File: config.mk
export PLATFORM = sky130hd
export DESIGN_NAME = pwtd_ctrl
export DESIGN_NICKNAME = d
export VERILOG_FILES = /design/src/design/pwtd_pkg.sv /design/src/design/pwtd_ctrl.sv
export SDC_FILE = /design/constraint.sdc
export NUM_CORES = 1
export LEC_CHECK = 0
export BUFFER_PORTS_ARGS = -buffer_cell sky130_fd_sc_hd__buf_2
export CAP_MARGIN = 40
export CORE_ASPECT_RATIO = 0.75
export CORE_MARGIN = 2
export CORE_UTILIZATION = 35
export DETAILED_ROUTE_END_ITERATION = 10
export PLACE_DENSITY = 0.58
export SLEW_MARGIN = 20
export SYNTH_ARGS = -nofsm -noshare
export SYNTH_HDL_FRONTEND = slang
export SYNTH_SLANG_ARGS = --single-unit
File: constraint.sdc
create_clock -name clock -period 1.6 [get_ports clock]
set_input_delay 0.08 -clock clock [delete_from_list [all_inputs] [get_ports clock]]
set_output_delay 0.08 -clock clock [all_outputs]
set_load 0.02 [all_outputs]
File: src/design/pwtd_pkg.sv
`default_nettype none

package pwtd_pkg;

   // Field widths of the channels.
   localparam int TS_W       = 16;
   localparam int PW_W       = 16;
   localparam int FREQ_W     = 16;
   localparam int CMP_W      = 8;
   localparam int WRAP_W     = 16;
   localparam int SCALE_W    = 32;
   localparam int NUM_W      = 24;
   localparam int CSR_IDX_W  = 3;
   localparam int CSR_DATA_W = 32;

   // Datapath sizing that does not depend on the counter width.
   localparam int CHUNK_W    = 16;
   localparam int DVD_W      = 32;
   localparam int DVS_W      = 16;
   localparam int DIV_STEPS  = DVD_W / 2;
   localparam int CNT_W      = 4;

   // Register indexes of the configuration port.
   localparam logic [CSR_IDX_W-1:0] CSR_FREQ_LOW   = 3'd0;
   localparam logic [CSR_IDX_W-1:0] CSR_FREQ_HIGH  = 3'd1;
   localparam logic [CSR_IDX_W-1:0] CSR_WIDTH_MIN  = 3'd2;
   localparam logic [CSR_IDX_W-1:0] CSR_WIDTH_MAX  = 3'd3;
   localparam logic [CSR_IDX_W-1:0] CSR_TICK_SCALE = 3'd4;
   localparam logic [CSR_IDX_W-1:0] CSR_DIV_NUM    = 3'd5;

   // Register reset values.
   localparam logic [FREQ_W-1:0]  RST_FREQ_LOW   = 16'd1047;
   localparam logic [FREQ_W-1:0]  RST_FREQ_HIGH  = 16'd2093;
   localparam logic [PW_W-1:0]    RST_WIDTH_MIN  = 16'd95;
   localparam logic [PW_W-1:0]    RST_WIDTH_MAX  = 16'd827;
   localparam logic [SCALE_W-1:0] RST_TICK_SCALE = 32'd17180;
   localparam logic [NUM_W-1:0]   RST_DIV_NUM    = 24'd125000;

   // Commands from the controller to the datapath.
   typedef struct packed {
      logic item_load;
      logic mul_step;
      logic pw_load;
      logic map_load;
      logic div_load_map;
      logic div_load_cmp;
      logic div_step;
      logic freq_load;
      logic out_load;
   } pwtd_cmd_type;

   // Status from the datapath to the controller.
   typedef struct packed {
      logic end_edge;
   } pwtd_sts_type;

endpackage

`default_nettype wire

File: src/design/pwtd_ctrl.sv
`default_nettype none

module pwtd_ctrl import pwtd_pkg::*; #(
   parameter int MUL_STEPS = 2
) (
   input  wire logic         clock,
   input  wire logic         reset,
   input  wire logic         req_valid,
   output logic              req_ready,
   output logic              rsp_valid,
   input  wire logic         rsp_ready,
   input  wire pwtd_sts_type sts,
   output pwtd_cmd_type      cmd
);

   typedef enum logic [3:0] {
      S_IDLE,
      S_MUL,
      S_PW,
      S_MAP,
      S_LOAD_MAP,
      S_DIV_MAP,
      S_FREQ,
      S_LOAD_CMP,
      S_DIV_CMP,
      S_OUT
   } state_type;

   state_type        state_ff;
   logic [CNT_W-1:0] cnt_ff;
   logic             rsp_valid_ff;
   logic             mul_last;
   logic             div_last;
   logic             out_free;

   assign mul_last  = (cnt_ff == CNT_W'(MUL_STEPS - 1));
   assign div_last  = (cnt_ff == CNT_W'(DIV_STEPS - 1));
   assign out_free  = !rsp_valid_ff || rsp_ready;
   assign req_ready = (state_ff == S_IDLE);
   assign rsp_valid = rsp_valid_ff;

   always_comb begin
      cmd              = '0;
      cmd.item_load    = (state_ff == S_IDLE) && req_valid;
      cmd.mul_step     = (state_ff == S_MUL);
      cmd.pw_load      = (state_ff == S_PW);
      cmd.map_load     = (state_ff == S_MAP);
      cmd.div_load_map = (state_ff == S_LOAD_MAP);
      cmd.div_load_cmp = (state_ff == S_LOAD_CMP);
      cmd.div_step     = (state_ff == S_DIV_MAP) || (state_ff == S_DIV_CMP);
      cmd.freq_load    = (state_ff == S_FREQ);
      cmd.out_load     = (state_ff == S_OUT) && out_free;
   end

   always_ff @(posedge clock) begin
      if (reset) begin
         state_ff     <= S_IDLE;
         cnt_ff       <= '0;
         rsp_valid_ff <= 1'b0;
      end else begin
         if (cmd.out_load) begin
            rsp_valid_ff <= 1'b1;
         end else if (rsp_ready) begin
            rsp_valid_ff <= 1'b0;
         end

         case (state_ff)
            S_IDLE: begin
               cnt_ff <= '0;
               if (req_valid && sts.end_edge) begin
                  state_ff <= S_MUL;
               end
            end
            S_MUL: begin
               if (mul_last) begin
                  cnt_ff   <= '0;
                  state_ff <= S_PW;
               end else begin
                  cnt_ff <= cnt_ff + 1'b1;
               end
            end
            S_PW:       state_ff <= S_MAP;
            S_MAP:      state_ff <= S_LOAD_MAP;
            S_LOAD_MAP: state_ff <= S_DIV_MAP;
            S_DIV_MAP: begin
               if (div_last) begin
                  cnt_ff   <= '0;
                  state_ff <= S_FREQ;
               end else begin
                  cnt_ff <= cnt_ff + 1'b1;
               end
            end
            S_FREQ:     state_ff <= S_LOAD_CMP;
            S_LOAD_CMP: state_ff <= S_DIV_CMP;
            S_DIV_CMP: begin
               if (div_last) begin
                  cnt_ff   <= '0;
                  state_ff <= S_OUT;
               end else begin
                  cnt_ff <= cnt_ff + 1'b1;
               end
            end
            S_OUT: begin
               if (out_free) begin
                  state_ff <= S_IDLE;
               end
            end
            default: state_ff <= S_IDLE;
         endcase
      end
   end

endmodule

`default_nettype wire

# Yosys cells after proc, flatten, opt, wreduce, memory -nomap -nowiden
# Cells that the tools add are included.
# classes
magnitude_cmp,0
bitwise_logic,0
div,0
eq_ne,16
muxes,11
n_shift,0
multipliers,0
addsub,1
n_reduce_logical,11
# ops
cell,count
$pmux W4 S10,1
$mux W4,7
$eq A4 B3 Y1 const B,4
$eq A4 B4 Y1 const B,3
$pmux W4 S3,1
$eq A4 B1 Y1 const B,2
$eq A4 B2 Y1 const B,2
$ne A2 B2 Y1 const B,3
$reduce_and A5 Y1,1
$add A4 B1 Y4 const B,1
$logic_not A4 Y1,1
$ne A2 B1 Y1 const B,2
$logic_and A1 B1 Y1,3
$reduce_bool A3 Y1,1
$logic_or A1 B1 Y1,2
$mux W1,2
$reduce_bool A2 Y1,1
$reduce_or A2 Y1,1
$logic_not A1 Y1,1
# word_totals
latchBits,0
mem_count,0
word_cells,42
out_inout_bits,11
ram_bits,0
rom_bits,0
register_bits,9

# Longest topological paths before layout
# Gate-level depths: netlist (run 1).
# depth
word_depth,4
mapped_depth,5
mapped_depth_nobuf,5

# Worst setup path after synthesis (run 1)
# OpenSTA, ideal clock, no wires.
# synth_path
path_type,flip-flop to flip-flop
from,reg state_ff[2]
to,reg state_ff[0]
path_stages_with_launch,6
slack_ns,-0.231
arrival_time_ns,1.699
path_buffers,1
period_less_slack_ns,1.831
path_cell_list,dfxtp_1 buf_4 nor4_1 a22o_1 or4_1 a21oi_1
# synth_between
elab_chain_len,3
# synth_lines
element,line_no,source
"start, declared",pwtd_ctrl.sv:29,state_type state_ff;
"start signal, assigned",pwtd_ctrl.sv:57,state_ff <= S_IDLE;
"start signal, assigned",pwtd_ctrl.sv:71,state_ff <= S_MUL;
"start signal, assigned",pwtd_ctrl.sv:77,state_ff <= S_PW;
$logic_not A4 Y1 (*),n/a,
via req_ready,pwtd_ctrl.sv:9,"output logic req_ready,"
$ne A2 B1 Y1 (no line),n/a,
$reduce_and A5 Y1 (no line),n/a,
# The timed path passes the listed nets; every way through them passes the cells marked *.
# A chain may end at the register's enable or synchronous reset.

==> out/summary.txt, run 1 <==
fin util: 0.540
dpl hpwl: 1.16 mm
Setup TNS: -13.8 ps
hold_buf cts: 0
kind of critical path: reg2out
area occupied by multi-input gates: 459 sq um
Filler Cell Count: 158
core area: 1710 sq um
Final Setup Violations: 1
status: complete, but fails checks
Hold Fails Final Rpt: 0
RSZ-0062 raised after global routing: yes
Crit. Startpoint: state_ff[2]
power per cell area: 1340 nW/um^2
multiplexer area fraction after synthesis: 0
H-tree Lvls: 1
global-route wire length before repair: 2.42 mm
crit-path most repeated cell: buf_6
Worst Hold Class: in2reg
Post-Syn Nets: 81
average cell area after synthesis: 8.52 sq um
worst reg2reg path startpoint: state_ff[2]
Fmax: 0.620 GHz
clock power share: 0.152
switching share of total power: 0.423
failing checks: negative setup slack
CTS tree: yes
P_int: 0.712 mW
Max-Cap Viols: 0
Top delay family on crit path: simple AND/OR/NAND/NOR gates
synthesis-stage register bit count: 9
Combinational Power Share: 0.562
max incr delay on CP: 570 ps
antenna-violating nets left: 0
Num CTS Buffers: 3
yosys warns: 0
CP Capture Type: output port
Post-Synth Adder-Cell Area: 0.0397
Die Height: 40.8 microns
RePlAce Congestion: 0.759
max-slew violations: 0
slowest stage cell, crit path: or4b_4
Net Sw Power: 0.522 mW
Worst-Skew Late Latency: 270 ps
Root Buffer: clkbuf_4
Max FO, Critical Path: 6
clock tree sinks: 9
startpoint types: flop
Clock Tree Buf Depth: 2
Post-Route WL: 1.65 mm
Initial DRC Count: 18
worst hold endpoint: rsp_valid
synthesized area: 631 sq um
Mapped Cells: 74
vias in the first global route: 558
Pleak: 0.412 nW
Worst EP arrival: 1530 ps
drc violations: 0
required time worst endpoint: 1520 ps
nets: 111
io pins: 16
Seq pwr share: 0.286
number of distinct library cells after synthesis: 35
routed len/inst: 13.2 microns
R2R setup slack: 20 ps
Reg2Reg Depth: 4
skew final: 11.9 ps
Slew Limit Headroom: 0.729
initial antenna violation count: 0
Peak VDD IR: 782 uV
Via density: 5.14
fin crit period: 1610 ps
total track usage: 0.161
antenna cell count: 0
share of post-route cells with drive strength above 1: 0.485
Final Cycle Share: 1.01
DR pass1 iterations: 4
Register Area: 193 sq um
Die Width: 53.0 microns
area delta synth->final: 46.2%
worst-margin pin slew: 396 ps
register area share after synthesis: 0.286
die area: 2160 sq um
Buffers & Inverters on Critical Path: 2
Initial Util: 0.369
I/O Buffers: 15
most frequent cells in the layout: 14 x buf_4, 13 x buf_2, 6 x nor2_1, 5 x nand2_1, 5 x dfxtp_1
# rows: 13
reg2reg end: state_ff[0]
commonest non-fill, non-tap cell in the layout: buf_4
Placed Cells incl. Taps: 119
Worst Hold Launch: rsp_ready
area fraction in compound gates after synthesis: 0.228
Non-Filler Instances: 125
Critical Path, Cell by Cell: or4b_4 > buf_6 > nand2_4 > buf_6
total grt overflow: 0
CTS clock-pin slew for the worst setup and hold paths: 80 ps
setup ws final: -13.8 ps
Post-Synth XOR/XNOR Area: 0.0278
Hold Crit Depth: 4
simple-gate share of the synthesized area: 0.341
pin count of the biggest net entering global routing: 10
Vias: 643
largest family of logic cells by synthesized area: simple AND/OR/NAND/NOR gates
[worst min-delay path, stage by stage]
cell and delay, ps:
buf_2 70, nor2b_1 50, nor2_1 80, nor2_1 50
[cell type report]
cell class / instances / share of cell area
Multi-Input combinational cell: 57 / 0.498
Timing Repair Buffer: 30 / 0.221
Sequential cell: 9 / 0.209
Tap cell: 22 / 0.0299
Clock buffer: 3 / 0.0244
Inverter: 3 / 0.0122
Clock inverter: 1 / 0.00543
[power by group through the flow]
stage          clock network (mW)  logic [mW]  registers [mW]
2_1_floorplan                   0       0.456           0.298
3_3_place_gp                    0       0.612           0.335
3_5_place_dp                    0       0.615           0.334
4_1_cts                     0.191       0.635           0.344
5_1_grt                     0.204       0.756           0.358
6_report                    0.188       0.693           0.353
[layer usage]
metal	up-vias	part of all wire	global-route usage
met5	-	0	0
met4	0	0.016	0.0705
met3	6	0.048	0.0438
met2	16	0.48	0.269
met1	294	0.46	0.198
li1	327	-	-
[metrics by stage]
stage	power, mW	area [sq um]	hold WS (ps)	setup slack (ps)
2_1_floorplan	0.753	646	284	53.1
3_3_place_gp	0.947	808	392	23.7
3_5_place_dp	0.949	808	388	9.20
4_1_cts	1.17	868	104	-27.2
5_1_grt	1.32	922	102	-43.7
6_report	1.23	922	102	-13.8
[cells in the mapped netlist]
cell	number	area [sq um]
nand3_1	1	5.00
nor4_1	1	6.26
o31ai_1	2	15.0
nand2b_1	4	25.0
nor2_1	7	26.3
buf_1	1	3.75
inv_1	3	11.3
dfxtp_1	9	180
a2111oi_0	1	8.76
a211o_1	1	8.76
o21ai_0	1	5.00
buf_4	3	22.5
nand2_1	6	22.5
nand4bb_1	1	11.3
nor2b_1	4	25.0
xnor2_1	1	8.76
o22ai_1	2	12.5
a32oi_4	1	27.5
a211oi_2	1	12.5
nor4b_1	1	8.76
buf_6	1	11.3
or4_1	1	7.51
nor3_1	4	20.0
and2_1	2	12.5
xor2_1	1	8.76
o21bai_1	1	7.51
a31oi_1	1	6.26
a21oi_1	4	20.0
ha_1	2	25.0
nor4bb_1	1	10.0
or4b_4	1	13.8
a21boi_2	1	11.3
a22o_1	1	8.76
nor4b_2	1	15.0
or2_2	1	6.26
[worst max path at each step]
stage,endpoint,slack [ps],depth (start not counted)
6_report,cmd[2],-10,4
5_1_grt,cmd[2],-40,4
4_1_cts,cmd[2],-30,4
3_5_place_dp,state_ff[0],9,4
3_3_place_gp,cnt_ff[0],20,4
2_1_floorplan,state_ff[0],50,5
[sequential cells by signal, indices dropped and copies added (netlist names)]
register,cells
cnt_ff,4
rsp_valid,1
state_ff,4
[what timing repair did]
| item | in CTS | in global routing |
|---|---|---|
| gates cloned | 0 | 0 |
| setup buffers | 0 | 2 |
| endpoints found under the hold margin | 0 | 0 |
| pin swaps | 3 | 6 |
| gates resized for setup | 10 | 10 |
| endpoints found under the setup margin | 5 | 11 |
[cells by family (layout without fill, tap and decap cells)]
kind of cell / count (synthesis) / after routing
DFF: 9 / 9
AOI/OAI and AO/OA: 17 / 17
xor gates and xnor gates: 2 / 2
buffers and inverters: 8 / 37
and+or+nand+nor: 36 / 36
adders and majority gates: 2 / 2
No activity file was read; power rests on OpenSTA's default activity.
==> inputs of run 2 (changes only) <==
Settings changed: ABC_AREA set to 1, CTS_BUF_LIST set to sky130_fd_sc_hd__clkbuf_2.
==> out/summary.txt, run 2 <==
status: completed
FFs w/ async S/R, synth: 0
number of distinct library cells after synthesis: 21
Setup TNS: 0 ps
Worst EP arrival: 1330 ps
Max-Cap Viols: 0
synthesis-stage register bit count: 9
Vias: 617
io pins: 16
yosys warns: 0
Top delay family on crit path: simple AND/OR/NAND/NOR gates
setup ws final: 190 ps
Mapped Cells: 97
drc violations: 0
synthesized area: 624 sq um
Die Height: 40.6 microns
H-tree Lvls: 1
total track usage: 0.153
Initial DRC Count: 12
average cell area after synthesis: 6.44 sq um
area fraction in compound gates after synthesis: 0.0681
Post-Syn Nets: 104
Via density: 4.50
I/O Buffers: 15
# rows: 13
Pleak: 0.385 nW
Placement Setup Slack: 175 ps
RSZ-0062 raised after global routing: no
commonest non-fill, non-tap cell in the layout: nor2_1
skew final: 3.17 ps
antenna cell count: 0
dpl hpwl: 1.19 mm
Initial Util: 0.366
share of post-route cells with drive strength above 1: 0.296
die area: 2140 sq um
Commonest cells post-synth: 20 x nor2_1, 19 x nand2_1, 13 x inv_1, 9 x dfxtp_1, 5 x nand3_1
Critical Path, Cell by Cell: inv_1 > nand2_1 > nor3_1 > buf_2
Die Width: 52.8 microns
Post-Synth Adder-Cell Area: 0.0401
fin util: 0.436
Peak VDD IR: 607 uV
Max FO, Critical Path: 4
DR pass1 iterations: 4
max-slew violations: 0
most frequent cells in the layout: 20 x nor2_1, 19 x nand2_1, 15 x buf_2, 13 x inv_1, 8 x dfxtp_1
Fmax: 0.709 GHz
Slew Limit Headroom: 0.757
CTS clock-pin slew for the worst setup and hold paths: 90 ps
fin crit period: 1410 ps
vias in the first global route: 535
max incr delay on CP: 360 ps
Num CTS Buffers: 3
Worst Hold Class: in2reg
CP Capture Type: output port
Min Hold Slack: 96.1 ps
required time worst endpoint: 1520 ps
Main synth FF type: dfxtp_1
number of flops mapped to enable cells by yosys: 0
register area share after synthesis: 0.289
Final Setup Violations: 0
Hold Fails Final Rpt: 0
Buffers & Inverters on Critical Path: 2
share of the synthesized area in the top cell type: 0.289
Worst-Skew Late Latency: 240 ps
simple-gate share of the synthesized area: 0.499
total grt overflow: 0
Filler Cell Count: 188
Root Buffer: clkbuf_2
Post-Route WL: 1.42 mm
pin count of the biggest net entering global routing: 9
most common cell in the netlist: nor2_1
multiplexer area fraction after synthesis: 0
Post-Synth XOR/XNOR Area: 0.0140
global-route wire length before repair: 2.29 mm
hold_buf cts: 0
Yosys top cell by area: dfxtp_1
kind of critical path: reg2out
core area: 1710 sq um
CTS tree: yes
Clock Tree Buf Depth: 2
nets: 123
initial antenna violation count: 0
power per cell area: 1800 nW/um^2
area delta synth->final: 19.2%
routed len/inst: 10.4 microns
Final Cycle Share: 0.881
clock tree sinks: 9
RePlAce Congestion: 0.794
worst-margin pin slew: 365 ps
antenna-violating nets left: 0
startpoint types: flop
top post-synthesis cells by area: dfxtp_1 29%, nor2_1 12%, nand2_1 11%, inv_1 7.8%, nand2_4 7.2%
largest family of logic cells by synthesized area: simple AND/OR/NAND/NOR gates
slowest stage cell, crit path: dfxtp_1
-- run 2: cell types whose count changed in the layout (fill, tap and decap cells not counted), moves of 4 or more --
cell / previous run / this run
nand2_1: 5 / 19
clkbuf_2: 0 / 4
nand2b_1: 4 / 0
nand3_1: 1 / 5
nor2b_1: 4 / 0
inv_1: 3 / 13
nor2_1: 6 / 20
buf_4: 14 / 0
-- run 2: path summary, 6_finish.rpt --
check	slack, ps	to	depth (start not counted)	from
worst max-delay path	190	cmd[0]	4	state_ff[1]
worst min-delay path	100	cnt_ff[3]	2	reset
worst max register to register	210	cnt_ff[2]	6	state_ff[0]
worst min register to register	550	cnt_ff[3]	2	cnt_ff[3]
-- run 2: logic make-up after synthesis --
group | count (synthesis)
and+or+nand+nor | 63
buffers and inverters | 15
AOI/OAI and AO/OA | 7
DFF | 9
xor gates and xnor gates | 1
adders and majority gates | 2
-- run 2: final cells by class --
class	count	area, sq um	share of cell area
Clock buffer	4	20.0	0.0269
Timing Repair Buffer	15	75.1	0.101
Inverter	14	52.6	0.0706
Sequential cell	9	181	0.244
Multi-Input combinational cell	73	388	0.521
Tap cell	22	27.5	0.0370
-- run 2: metal layers --
| layer | share of wire | wire length [microns] | GRT usage |
|---|---|---|---|
| met1 | 0.51 | 730 | 0.201 |
| met2 | 0.44 | 622 | 0.247 |
| met3 | 0.040 | 57 | 0.0224 |
| met4 | 0.0070 | 10 | 0.0769 |
| met5 | 0 | 0 | 0 |
-- run 2: worst register-to-register path, cell delays in order (launching register included) --
cell and delay [ps]:
dfxtp_2 370, nor2_2 210, inv_1 120, o22ai_1 300
inv_1 100, a21oi_1 140, nor2_1 50
-- run 2: metrics by stage --
stage / power (mW) / instance area [sq um] / instances
2_1_floorplan: 1.00 / 624 / 97
3_3_place_gp: 1.20 / 723 / 133
3_5_place_dp: 1.21 / 723 / 133
4_1_cts: 1.36 / 743 / 137
5_1_grt: 1.47 / 744 / 137
6_report: 1.34 / 744 / 137
-- run 2: where the power goes --
group          internal (mW)  total (mW)  switching (mW)
Combinational          0.279       0.841           0.561
Sequential             0.279       0.356          0.0765
Clock                 0.0664       0.146          0.0800
-- run 2: repair_timing --
action / CTS / global route
gates resized for setup: 0 / 1
hold endpoints to repair: 0 / 0
endpoints found under the setup margin: 0 / 1
setup buffers: 0 / 0
