### src/design/pwtd_pkg.sv
`default_nettype none

package pwtd_pkg;

   // Field widths of the channels.
   localparam int TS_W       = 16;
   localparam int PW_W       = 16;
   localparam int FREQ_W     = 16;
   localparam int CMP_W      = 8;
   localparam int WRAP_W     = 16;
   localparam int SCALE_W    = 32;
   localparam int NUM_W      = 24;
   localparam int CSR_IDX_W  = 3;
   localparam int CSR_DATA_W = 32;

   // Datapath sizing that does not depend on the counter width.
   localparam int CHUNK_W    = 16;
   localparam int DVD_W      = 32;
   localparam int DVS_W      = 16;
   localparam int DIV_STEPS  = DVD_W / 2;
   localparam int CNT_W      = 4;

   // Register indexes of the configuration port.
   localparam logic [CSR_IDX_W-1:0] CSR_FREQ_LOW   = 3'd0;
   localparam logic [CSR_IDX_W-1:0] CSR_FREQ_HIGH  = 3'd1;
   localparam logic [CSR_IDX_W-1:0] CSR_WIDTH_MIN  = 3'd2;
   localparam logic [CSR_IDX_W-1:0] CSR_WIDTH_MAX  = 3'd3;
   localparam logic [CSR_IDX_W-1:0] CSR_TICK_SCALE = 3'd4;
   localparam logic [CSR_IDX_W-1:0] CSR_DIV_NUM    = 3'd5;

   // Register reset values.
   localparam logic [FREQ_W-1:0]  RST_FREQ_LOW   = 16'd1047;
   localparam logic [FREQ_W-1:0]  RST_FREQ_HIGH  = 16'd2093;
   localparam logic [PW_W-1:0]    RST_WIDTH_MIN  = 16'd95;
   localparam logic [PW_W-1:0]    RST_WIDTH_MAX  = 16'd827;
   localparam logic [SCALE_W-1:0] RST_TICK_SCALE = 32'd17180;
   localparam logic [NUM_W-1:0]   RST_DIV_NUM    = 24'd125000;

   // Commands from the controller to the datapath.
   typedef struct packed {
      logic item_load;
      logic mul_step;
      logic pw_load;
      logic map_load;
      logic div_load_map;
      logic div_load_cmp;
      logic div_step;
      logic freq_load;
      logic out_load;
   } pwtd_cmd_type;

   // Status from the datapath to the controller.
   typedef struct packed {
      logic end_edge;
   } pwtd_sts_type;

endpackage

`default_nettype wire

### src/design/pwtd_datapath.sv
`default_nettype none

module pwtd_datapath import pwtd_pkg::*; #(
   parameter int COUNTER_BITS = 16
) (
   input  wire logic                  clock,
   input  wire logic                  reset,
   input  wire logic                  req_cmd,
   input  wire logic [TS_W-1:0]       req_timestamp,
   input  wire logic                  csr_write,
   input  wire logic [CSR_IDX_W-1:0]  csr_index,
   input  wire logic [CSR_DATA_W-1:0] csr_data,
   input  wire pwtd_cmd_type          cmd,
   output pwtd_sts_type               sts,
   output logic [PW_W-1:0]            rsp_meas_width,
   output logic [FREQ_W-1:0]          rsp_tone_freq,
   output logic [CMP_W-1:0]           rsp_compare_value,
   output logic                       rsp_status
);

   localparam int TSU_W     = (COUNTER_BITS < TS_W) ? COUNTER_BITS : TS_W;
   localparam int TOT_W     = WRAP_W + COUNTER_BITS;
   localparam int MUL_STEPS = (TOT_W + CHUNK_W - 1) / CHUNK_W;
   localparam int PAD_W     = MUL_STEPS * CHUNK_W;
   localparam int ACC_W     = PAD_W + SCALE_W;

   // Configuration registers.
   logic [FREQ_W-1:0]  freq_low_ff;
   logic [FREQ_W-1:0]  freq_high_ff;
   logic [PW_W-1:0]    width_min_ff;
   logic [PW_W-1:0]    width_max_ff;
   logic [SCALE_W-1:0] tick_scale_ff;
   logic [NUM_W-1:0]   div_num_ff;

   // Measurement state.
   logic [COUNTER_BITS-1:0] start_ff;
   logic                    parity_ff;
   logic [WRAP_W-1:0]       wrap_ff;

   // Working registers.
   logic [PAD_W-1:0]         total_ff;
   logic [ACC_W-1:0]         acc_ff;
   logic [PW_W-1:0]          pw_ff;
   logic signed [33:0]       prod_ff;
   logic [DVD_W-1:0]         dq_ff;
   logic [DVS_W-1:0]         rem_ff;
   logic [DVS_W-1:0]         dvs_ff;
   logic [FREQ_W-1:0]        freq_ff;

   logic [COUNTER_BITS-1:0]      ts_m;
   logic [COUNTER_BITS-1:0]      diff;
   logic [WRAP_W-1:0]            wraps;
   logic [TOT_W-1:0]             total;
   logic [CHUNK_W+SCALE_W-1:0]   mprod;
   logic [ACC_W-1:0]             acc_in;
   logic [PAD_W-1:0]             acc_hi;
   logic [PW_W-1:0]              pw_in;
   logic                         bad_band;
   logic [PW_W-1:0]              w_clamp;
   logic [PW_W-1:0]              w_off;
   logic signed [16:0]           delta;
   logic signed [33:0]           prod_in;
   logic signed [33:0]           prod_neg;
   logic [DVD_W-1:0]             mag;
   logic [DVS_W:0]               r1;
   logic [DVS_W:0]               r2;
   logic                         ge1;
   logic                         ge2;
   logic [DVS_W-1:0]             r1s;
   logic [DVS_W-1:0]             r2s;
   logic signed [17:0]           q_s;
   logic signed [17:0]           fsum;
   logic [FREQ_W-1:0]            freq_in;
   logic [DVD_W-1:0]             q_dec;
   logic [CMP_W-1:0]             cmp_raw;
   logic                         status_in;

   assign ts_m         = COUNTER_BITS'(req_timestamp[TSU_W-1:0]);
   assign sts.end_edge = req_cmd && !parity_ff;

   // Tick total: a stamp below the start means the last wrap belongs to the difference.
   assign diff  = ts_m - start_ff;
   assign wraps = wrap_ff - WRAP_W'((ts_m < start_ff) && (wrap_ff != '0));
   assign total = {wraps, diff};

   // Multiply the total by the scale one chunk at a time, most significant first.
   assign mprod  = total_ff[PAD_W-1 -: CHUNK_W] * tick_scale_ff;
   assign acc_in = (acc_ff << CHUNK_W) + ACC_W'(mprod);
   assign acc_hi = acc_ff[ACC_W-1:SCALE_W];
   assign pw_in  = (|acc_hi[PAD_W-1:PW_W]) ? {PW_W{1'b1}} : acc_hi[PW_W-1:0];

   assign bad_band = (width_max_ff <= width_min_ff);
   always_comb begin
      if (pw_ff < width_min_ff) begin
         w_clamp = width_min_ff;
      end else if (pw_ff > width_max_ff) begin
         w_clamp = width_max_ff;
      end else begin
         w_clamp = pw_ff;
      end
   end
   assign w_off    = w_clamp - width_min_ff;
   assign delta    = $signed({1'b0, freq_high_ff}) - $signed({1'b0, freq_low_ff});
   assign prod_in  = $signed({1'b0, w_off}) * delta;
   assign prod_neg = -prod_ff;
   assign mag      = prod_ff[33] ? prod_neg[DVD_W-1:0] : prod_ff[DVD_W-1:0];

   // Restoring divider, two quotient bits per cycle.
   always_comb begin
      r1  = {rem_ff, dq_ff[DVD_W-1]};
      ge1 = (r1 >= {1'b0, dvs_ff});
      r1s = ge1 ? DVS_W'(r1 - {1'b0, dvs_ff}) : r1[DVS_W-1:0];
      r2  = {r1s, dq_ff[DVD_W-2]};
      ge2 = (r2 >= {1'b0, dvs_ff});
      r2s = ge2 ? DVS_W'(r2 - {1'b0, dvs_ff}) : r2[DVS_W-1:0];
   end

   // With a valid band the quotient never exceeds the frequency span.
   assign q_s  = prod_ff[33] ? -$signed({2'b00, dq_ff[FREQ_W-1:0]})
                             : $signed({2'b00, dq_ff[FREQ_W-1:0]});
   assign fsum = $signed({2'b00, freq_low_ff}) + q_s;
   always_comb begin
      if (bad_band || fsum[17]) begin
         freq_in = '0;
      end else if (fsum[16]) begin
         freq_in = {FREQ_W{1'b1}};
      end else begin
         freq_in = fsum[FREQ_W-1:0];
      end
   end

   assign q_dec     = dq_ff - 1'b1;
   assign status_in = bad_band || (freq_ff == '0);
   always_comb begin
      if (status_in || dq_ff == '0) begin
         cmp_raw = '0;
      end else if (dq_ff > DVD_W'(2 ** CMP_W)) begin
         cmp_raw = {CMP_W{1'b1}};
      end else begin
         cmp_raw = q_dec[CMP_W-1:0];
      end
   end

   always_ff @(posedge clock) begin
      if (reset) begin
         freq_low_ff   <= RST_FREQ_LOW;
         freq_high_ff  <= RST_FREQ_HIGH;
         width_min_ff  <= RST_WIDTH_MIN;
         width_max_ff  <= RST_WIDTH_MAX;
         tick_scale_ff <= RST_TICK_SCALE;
         div_num_ff    <= RST_DIV_NUM;
      end else if (csr_write) begin
         case (csr_index)
            CSR_FREQ_LOW:   freq_low_ff   <= csr_data[FREQ_W-1:0];
            CSR_FREQ_HIGH:  freq_high_ff  <= csr_data[FREQ_W-1:0];
            CSR_WIDTH_MIN:  width_min_ff  <= csr_data[PW_W-1:0];
            CSR_WIDTH_MAX:  width_max_ff  <= csr_data[PW_W-1:0];
            CSR_TICK_SCALE: tick_scale_ff <= csr_data[SCALE_W-1:0];
            CSR_DIV_NUM:    div_num_ff    <= csr_data[NUM_W-1:0];
            default: ;
         endcase
      end
   end

   always_ff @(posedge clock) begin
      if (reset) begin
         start_ff  <= '0;
         parity_ff <= 1'b0;
         wrap_ff   <= '0;
      end else if (cmd.item_load) begin
         if (!req_cmd) begin
            if (wrap_ff != {WRAP_W{1'b1}}) begin
               wrap_ff <= wrap_ff + 1'b1;
            end
         end else if (parity_ff) begin
            start_ff  <= ts_m;
            parity_ff <= 1'b0;
         end else begin
            wrap_ff   <= '0;
            parity_ff <= 1'b1;
         end
      end
   end

   always_ff @(posedge clock) begin
      if (cmd.item_load) begin
         total_ff <= PAD_W'(total);
         acc_ff   <= '0;
      end
      if (cmd.mul_step) begin
         acc_ff   <= acc_in;
         total_ff <= total_ff << CHUNK_W;
      end
      if (cmd.pw_load) begin
         pw_ff <= pw_in;
      end
      if (cmd.map_load) begin
         prod_ff <= prod_in;
      end
      if (cmd.div_load_map) begin
         dq_ff  <= mag;
         rem_ff <= '0;
         dvs_ff <= width_max_ff - width_min_ff;
      end
      if (cmd.div_load_cmp) begin
         dq_ff  <= DVD_W'(div_num_ff);
         rem_ff <= '0;
         dvs_ff <= freq_ff;
      end
      if (cmd.div_step) begin
         dq_ff  <= {dq_ff[DVD_W-3:0], ge1, ge2};
         rem_ff <= r2s;
      end
      if (cmd.freq_load) begin
         freq_ff <= freq_in;
      end
      if (cmd.out_load) begin
         rsp_meas_width    <= pw_ff;
         rsp_tone_freq     <= freq_ff;
         rsp_compare_value <= cmp_raw;
         rsp_status        <= status_in;
      end
   end

endmodule

`default_nettype wire

### config.mk
export PLATFORM = sky130hd
export DESIGN_NAME = pwtd_datapath
export DESIGN_NICKNAME = d
export VERILOG_FILES = /design/src/design/pwtd_pkg.sv /design/src/design/pwtd_datapath.sv
export SDC_FILE = /design/constraint.sdc
export NUM_CORES = 2
export LEC_CHECK = 0
export BUFFER_PORTS_ARGS = -buffer_cell sky130_fd_sc_hd__clkbuf_2
export CORE_UTILIZATION = 40
export CTS_BUF_LIST = sky130_fd_sc_hd__clkbuf_4 sky130_fd_sc_hd__clkbuf_8
export DETAILED_ROUTE_END_ITERATION = 12
export MAX_ROUTING_LAYER = met4
export PLACE_DENSITY_LB_ADDON = 0.05
export SLEW_MARGIN = 15
export SYNTH_ARGS = -nofsm -noshare
export SYNTH_HDL_FRONTEND = slang
export SYNTH_SLANG_ARGS = --single-unit
### constraint.sdc
create_clock -name clock -period 20.7 [get_ports clock]
set_input_delay 2.07 -clock clock [delete_from_list [all_inputs] [get_ports clock]]
set_output_delay 2.07 -clock clock [all_outputs]
set_load 0.05 [all_outputs]
# After elaboration in Yosys (flattened, before gate mapping)
# Cells that the tools add are included.
[word_totals]
regBits = 420
input_bits = 64
output_inout_bits = 42
wordCells = 99
[op_classes]
n_addsub = 13
mul = 2
order_cmp = 7
n_eq_ne = 7
mux = 24
n_reduce_logical = 24
[op_table]
columns = ["op", "count"]
rows = [
  ["$mux 16", 13],
  ["$mux 32", 6],
  ["$mux 64", 2],
  ["$sub 16x16->16", 5],
  ["$add 64x48->64", 1],
  ["$mul 16x32->48", 1],
  ["$ge 17x16->1", 2],
  ["$mul 17x17->34", 1],
  ["$gt 32x9->1 const B", 1],
  ["$logic_not 32->1", 1],
  ["$lt 16x16->1", 2],
  ["$neg 32->32", 1],
  ["$add 17x18->18", 1],
  ["$mux 18", 1],
  ["$neg 16->18", 1],
  ["$sub 16x16->17", 1],
  ["$add 16x1->16 const B", 1],
  ["$gt 16x16->1", 1],
  ["$le 16x16->1", 1],
  ["$logic_not 16->1", 1],
  ["$ne 16x16->1 const B", 1],
  ["$reduce_bool 16->1", 1],
  ["$reduce_or 16->1", 1],
  ["$sub 16x1->16", 1],
  ["15 further kinds", 29],
]

# Logic depth before layout (Yosys ltp)
[depth]
ltp_word = 5
ltp_mapped = 44
mapped_depth_nobuf = 42

# Worst setup path before layout
# Ideal clock, no wire load.
[synth_timing]
path_kind = "reg-to-reg"
from = "register pw_ff[7]"
to = "register prod_ff[33] (data pin)"
setup_time_ns = 0.260
arrival_time_ns = 10.093
required_time_ns = 20.440
slack_ns = 10.346
stages_incl_launch_ff = 39
n_path_buf = 2
synth_period_minus_slack_ns = 10.354
path_cell_list = "edfxtp_1 ha_1 nand2_1 or4_1 o221a_2 nor2_1 clkbuf_1 nand2_1 o21ai_0 mux2i_1 ha_1 fa_1 nor2b_1 o21a_1 o21ai_0 a21oi_1 o2111ai_1 a31oi_1 (+3 left out) nand2_1 fa_1 fa_1 fa_1 inv_1 fa_1 fa_1 inv_1 fa_1 inv_1 ha_1 nand3_1 o41ai_1 a41o_1 a21oi_1 a21oi_1 o22ai_1 xnor2_1"
[synth_between]
elab_chain_len = 5
word_cells_on_any_way = 6
classes_between = "add/sub (1); mul (1); order compare (2); mux (2)"
[synth_rtl]
columns = ["element", "line", "text"]
rows = [
  ["start, declared", "pwtd_datapath.sv:43", "logic [PW_W-1:0] pw_ff;"],
  ["start signal, assigned", "pwtd_datapath.sv:195", "pw_ff <= pw_in;"],
  ["$gt 16x16->1", "pwtd_datapath.sv:96", "end else if (pw_ff > width_max_ff) begin"],
  ["$mux 16", "pwtd_datapath.sv:96", ""],
  ["$mux 16 *", "pwtd_datapath.sv:94", "if (pw_ff < width_min_ff) begin"],
  ["$sub 16x16->16 *", "pwtd_datapath.sv:102", "assign w_off = w_clamp - width_min_ff;"],
  ["$mul 17x17->34 *", "pwtd_datapath.sv:104", "assign prod_in = $signed({1'b0, w_off}) * delta;"],
  ["net prod_in[33]", "pwtd_datapath.sv:62", "logic signed [33:0] prod_in;"],
  ["end signal, assigned", "pwtd_datapath.sv:198", "prod_ff <= prod_in;"],
  ["end, declared", "pwtd_datapath.sv:44", "logic signed [33:0] prod_ff;"],
]
# Mark *: on every way through the listed nets, which the timed path passes. The rest lies on a longest branch.
# A chain may end at the register's enable or synchronous reset.

# Worst setup path in the final report
[layout_timing]
from = "register pw_ff[13]"
to = "register prod_ff[33] (data pin)"
# The elaborated chain is that of the path after synthesis.

==> impl_results.md <==
- Area share of the largest cell type after synthesis: 26.83%
- Top cells by area in the synthesized netlist: sky130_fd_sc_hd__fa_1 (27%), sky130_fd_sc_hd__edfxtp_1 (15%), sky130_fd_sc_hd__ha_1 (10%)
- Final GP Congestion: 0.9137
- Shortest clock period the worst path allows after layout: 11.39 ns
- Startpoint types: flip-flop
- I/O pin count: 106
- Async SR Flop Fraction: 0%
- Arrival time of data at the critical path endpoint: 11.87 ns
- Aggregate global-route resource usage: 25.90%
- Number of clock buffers inserted by TritonCTS: 82
- Register bit count reported by yosys: 419
- Number of detailed-route iterations in the first pass: 5
- Total of endpoints with negative setup slack in the final report: 0
- Count of mapped cells out of synthesis: 5598
- Count of buffers from port buffering: 105
- Crit path required time: 21.18 ns
- Crit path buf inv count: 4
- Sequential-to-total area share from yosys stat: 21.92%
- Run status: complete, no violations
- Hold Buf Count CTS: 0
- Antenna Violating Nets Remaining: 0
- Hold WC Path Type: reg2reg
- Number of hold violations in the final report: 0
- Fillers: 12314
- Cell with the largest stage delay on the worst path: sky130_fd_sc_hd__o41ai_1
- Count of unique library cells instantiated by Yosys: 68
- Transition at the pin with the smallest max-transition slack: 1.191 ns
- Setup skew after layout: 0.06122 ns
- Overall die width: 354.5 um
- Class of the most critical setup path: reg2reg
- Most common cell after layout, fill and taps aside: sky130_fd_sc_hd__nand2_1
- Final period util: 55.05%
- Post-route DRC violation count: 0
- Fmax: 87.76 MHz
- CTS tree: yes
- Iter 0 DRT Violations: 2403
- Cell depth of the worst setup path: 37
- Starting Density: 40.56%
- Worst slack on hold paths: 0.4538 ns
- Cell with the most instances on the worst path: sky130_fd_sc_hd__fa_1
- DR vias/cell: 5.179
- RSZ-0062 raised after global routing: false
- Die ar.: 125600 um^2
- Detailed placement HPWL: 121900 um
- Clk Latency, worst-skew pair: 0.78 ns
- Number of levels in the clock H-tree: 3
- Sum of negative setup slack: 0 ns
- Fraction of final layout cells sized beyond drive strength 1: 6.816%
- Cell class contributing the biggest share of worst-path delay: adder cells
- Quantity of gates resized following cts: 0
- Maximum fanout encountered on the critical timing path: 13
- Routed len/inst: 21.02 um
- Register-to-Register Path Depth: 37
- Core region area: 122500 um^2
- Worst rel slew slack: 20.05%
- Post-CTS Repair Setup Buffers: 0
- Power density normalized to cell area: 153.7 nW/um^2
- Clock buffer depth: 3
- Maximum resistive drop on vdd: 0.3555 mV
- Worst path max stage delay: 0.87 ns
- Number of enable-type register cells in the synthesized netlist: 250
- Post-layout nets: 6778
- Most area-hungry cell type in the Yosys netlist: sky130_fd_sc_hd__fa_1
- Area growth from synthesis to final layout: 8.387%
- Rows: 128
- Number of warnings reported in the yosys synthesis log: 0
- Number of global-route vias before repair: 38907
- Pins Over Slew Limit: 0
- Maximum number of pins on one net before global-route repair: 85
- Via Count: 37998
- Number of clock sinks: 419
- Number of antenna violations at the first check in global routing: 15
- Register clock-pin slew on the reported worst setup and hold paths: 0.06 ns
- Leak: 0.02387 uW
- Global-route congestion overflow total: 0
- Synth Cell Area: 49690 um^2
- Synthesized Nets: 6738
- Most common flop cell mapped by yosys: sky130_fd_sc_hd__edfxtp_1
- Commonest cells after routing, fill and taps aside: sky130_fd_sc_hd__nand2_1 (943), sky130_fd_sc_hd__inv_1 (915), sky130_fd_sc_hd__fa_1 (666)
- Clock root buffer: sky130_fd_sc_hd__clkbuf_8
- Chip Height: 354.5 um
- Wire length of the first global-routing pass: 240300 um
- Mean cell area of the mapped netlist: 8.877 um^2
- Type of element capturing the critical path: flip-flop
- Routed wire length: 154300 um
- Worst hold path stage count: 2
- Number of max-cap violations: 0
==> flip-flops by register name (all words and copies together) (netlist names), 24 cells and up <==
signal / cells
prod_ff: 33
tick_scale_ff: 32
dq_ff: 32
acc_ff: 64
div_num_ff: 24
total_ff: 32
==> metrics by stage <==
stage	worst slack [ns]	util, %	power [uW]	cells	cell area [um^2]
3_3_place_gp	9.455	42.45	7388	7179	52010
2_1_floorplan	10.35	-	5860	5598	49690
3_5_place_dp	9.400	42.45	7363	7179	52010
5_1_grt	8.654	43.96	9210	7336	53860
6_report	9.305	43.96	8279	7337	53860
4_1_cts	9.320	43.95	8382	7332	53850
==> kinds of logic (layout without fill, tap and decap cells) <==
kind of cell | count (synthesis) | in the layout | share of synthesized area, %
AOI/OAI and AO/OA | 799 | 799 | 9.780
xor gates and xnor gates | 236 | 236 | 4.160
adders and majority gates | 1076 | 1076 | 37.15
buffers and inverters | 1140 | 1249 | 8.614
DFF | 419 | 419 | 21.92
muxes | 55 | 55 | 1.115
other | 0 | 5 | 0
and+or+nand+nor | 1873 | 1873 | 17.26
==> layout make-up <==
class | count | area, um^2 | area share (%)
diodes | 5 | 12.51 | 0.02323
clock buffers | 119 | 1469 | 2.727
clock inverters | 34 | 365.4 | 0.6783
inverters | 917 | 3443 | 6.393
multi-input cells | 4039 | 34560 | 64.17
flip-flops and latches | 419 | 10890 | 20.22
well taps | 1625 | 2033 | 3.775
repair buffers | 179 | 1084 | 2.012
==> path summary, 6_finish.rpt <==
path                                                from                       end  slack, ns
worst max register to register   pw_ff[13]$_SDFFCE_PP1P_     prod_ff[33]$_DFFE_PP_       9.31
worst max-delay path             pw_ff[13]$_SDFFCE_PP1P_     prod_ff[33]$_DFFE_PP_       9.31
worst min register to register  start_ff[2]$_SDFFE_PP0P_  start_ff[2]$_SDFFE_PP0P_       0.45
worst min-delay path            start_ff[2]$_SDFFE_PP0P_  start_ff[2]$_SDFFE_PP0P_       0.45
==> synthesized netlist by cell type (22+ instances only) <==
cell type	instances
sky130_fd_sc_hd__nand2_1	943
sky130_fd_sc_hd__inv_1	916
sky130_fd_sc_hd__fa_1	666
sky130_fd_sc_hd__ha_1	410
sky130_fd_sc_hd__nor2_1	319
sky130_fd_sc_hd__a21oi_1	316
sky130_fd_sc_hd__edfxtp_1	250
sky130_fd_sc_hd__clkbuf_1	217
sky130_fd_sc_hd__and2_1	207
sky130_fd_sc_hd__o21ai_0	186
sky130_fd_sc_hd__dfxtp_1	169
sky130_fd_sc_hd__xnor2_1	139
sky130_fd_sc_hd__xor2_1	97
sky130_fd_sc_hd__a21o_1	64
sky130_fd_sc_hd__nand2b_1	53
sky130_fd_sc_hd__mux2i_1	52
sky130_fd_sc_hd__nand3_1	50
sky130_fd_sc_hd__nor3_1	45
sky130_fd_sc_hd__or3_1	40
sky130_fd_sc_hd__or2_2	37
sky130_fd_sc_hd__nor2b_1	34
sky130_fd_sc_hd__nand3b_1	30
sky130_fd_sc_hd__o21a_1	28
sky130_fd_sc_hd__a211oi_1	26
sky130_fd_sc_hd__nand4_1	26
sky130_fd_sc_hd__and3_1	23
sky130_fd_sc_hd__nor4_1	23
sky130_fd_sc_hd__o21bai_1	23
sky130_fd_sc_hd__o31ai_1	22
==> routing by layer <==
metal | track usage [%] | share of wire [%] | vias to the layer above
li1 | - | - | 17973
met1 | 36.33 | 48 | 19011
met2 | 40.28 | 46 | 867
met3 | 2.725 | 4.6 | 147
met4 | 5.879 | 2.0 | 0
met5 | - | 0 | -
==> worst register-to-register path: cells and delay by family, from the launching register on <==
family / cells / cell delay, ns
xor gates and xnor gates: 1 / 0.13
and+or+nand+nor: 8 / 2.28
buffers and inverters: 4 / 0.47
muxes: 2 / 0.25
AOI/OAI and AO/OA: 12 / 3.18
DFF: 1 / 0.45
adders and majority gates: 10 / 4.33
==> power by group <==
| part | leakage (uW) | internal (uW) | switching [uW] |
|---|---|---|---|
| Sequential | 0.00391 | 1280 | 135 |
| Clock | 0.000965 | 538 | 413 |
| Combinational | 0.0190 | 2430 | 3480 |
Note: power is estimated with default switching activity, not from simulation.
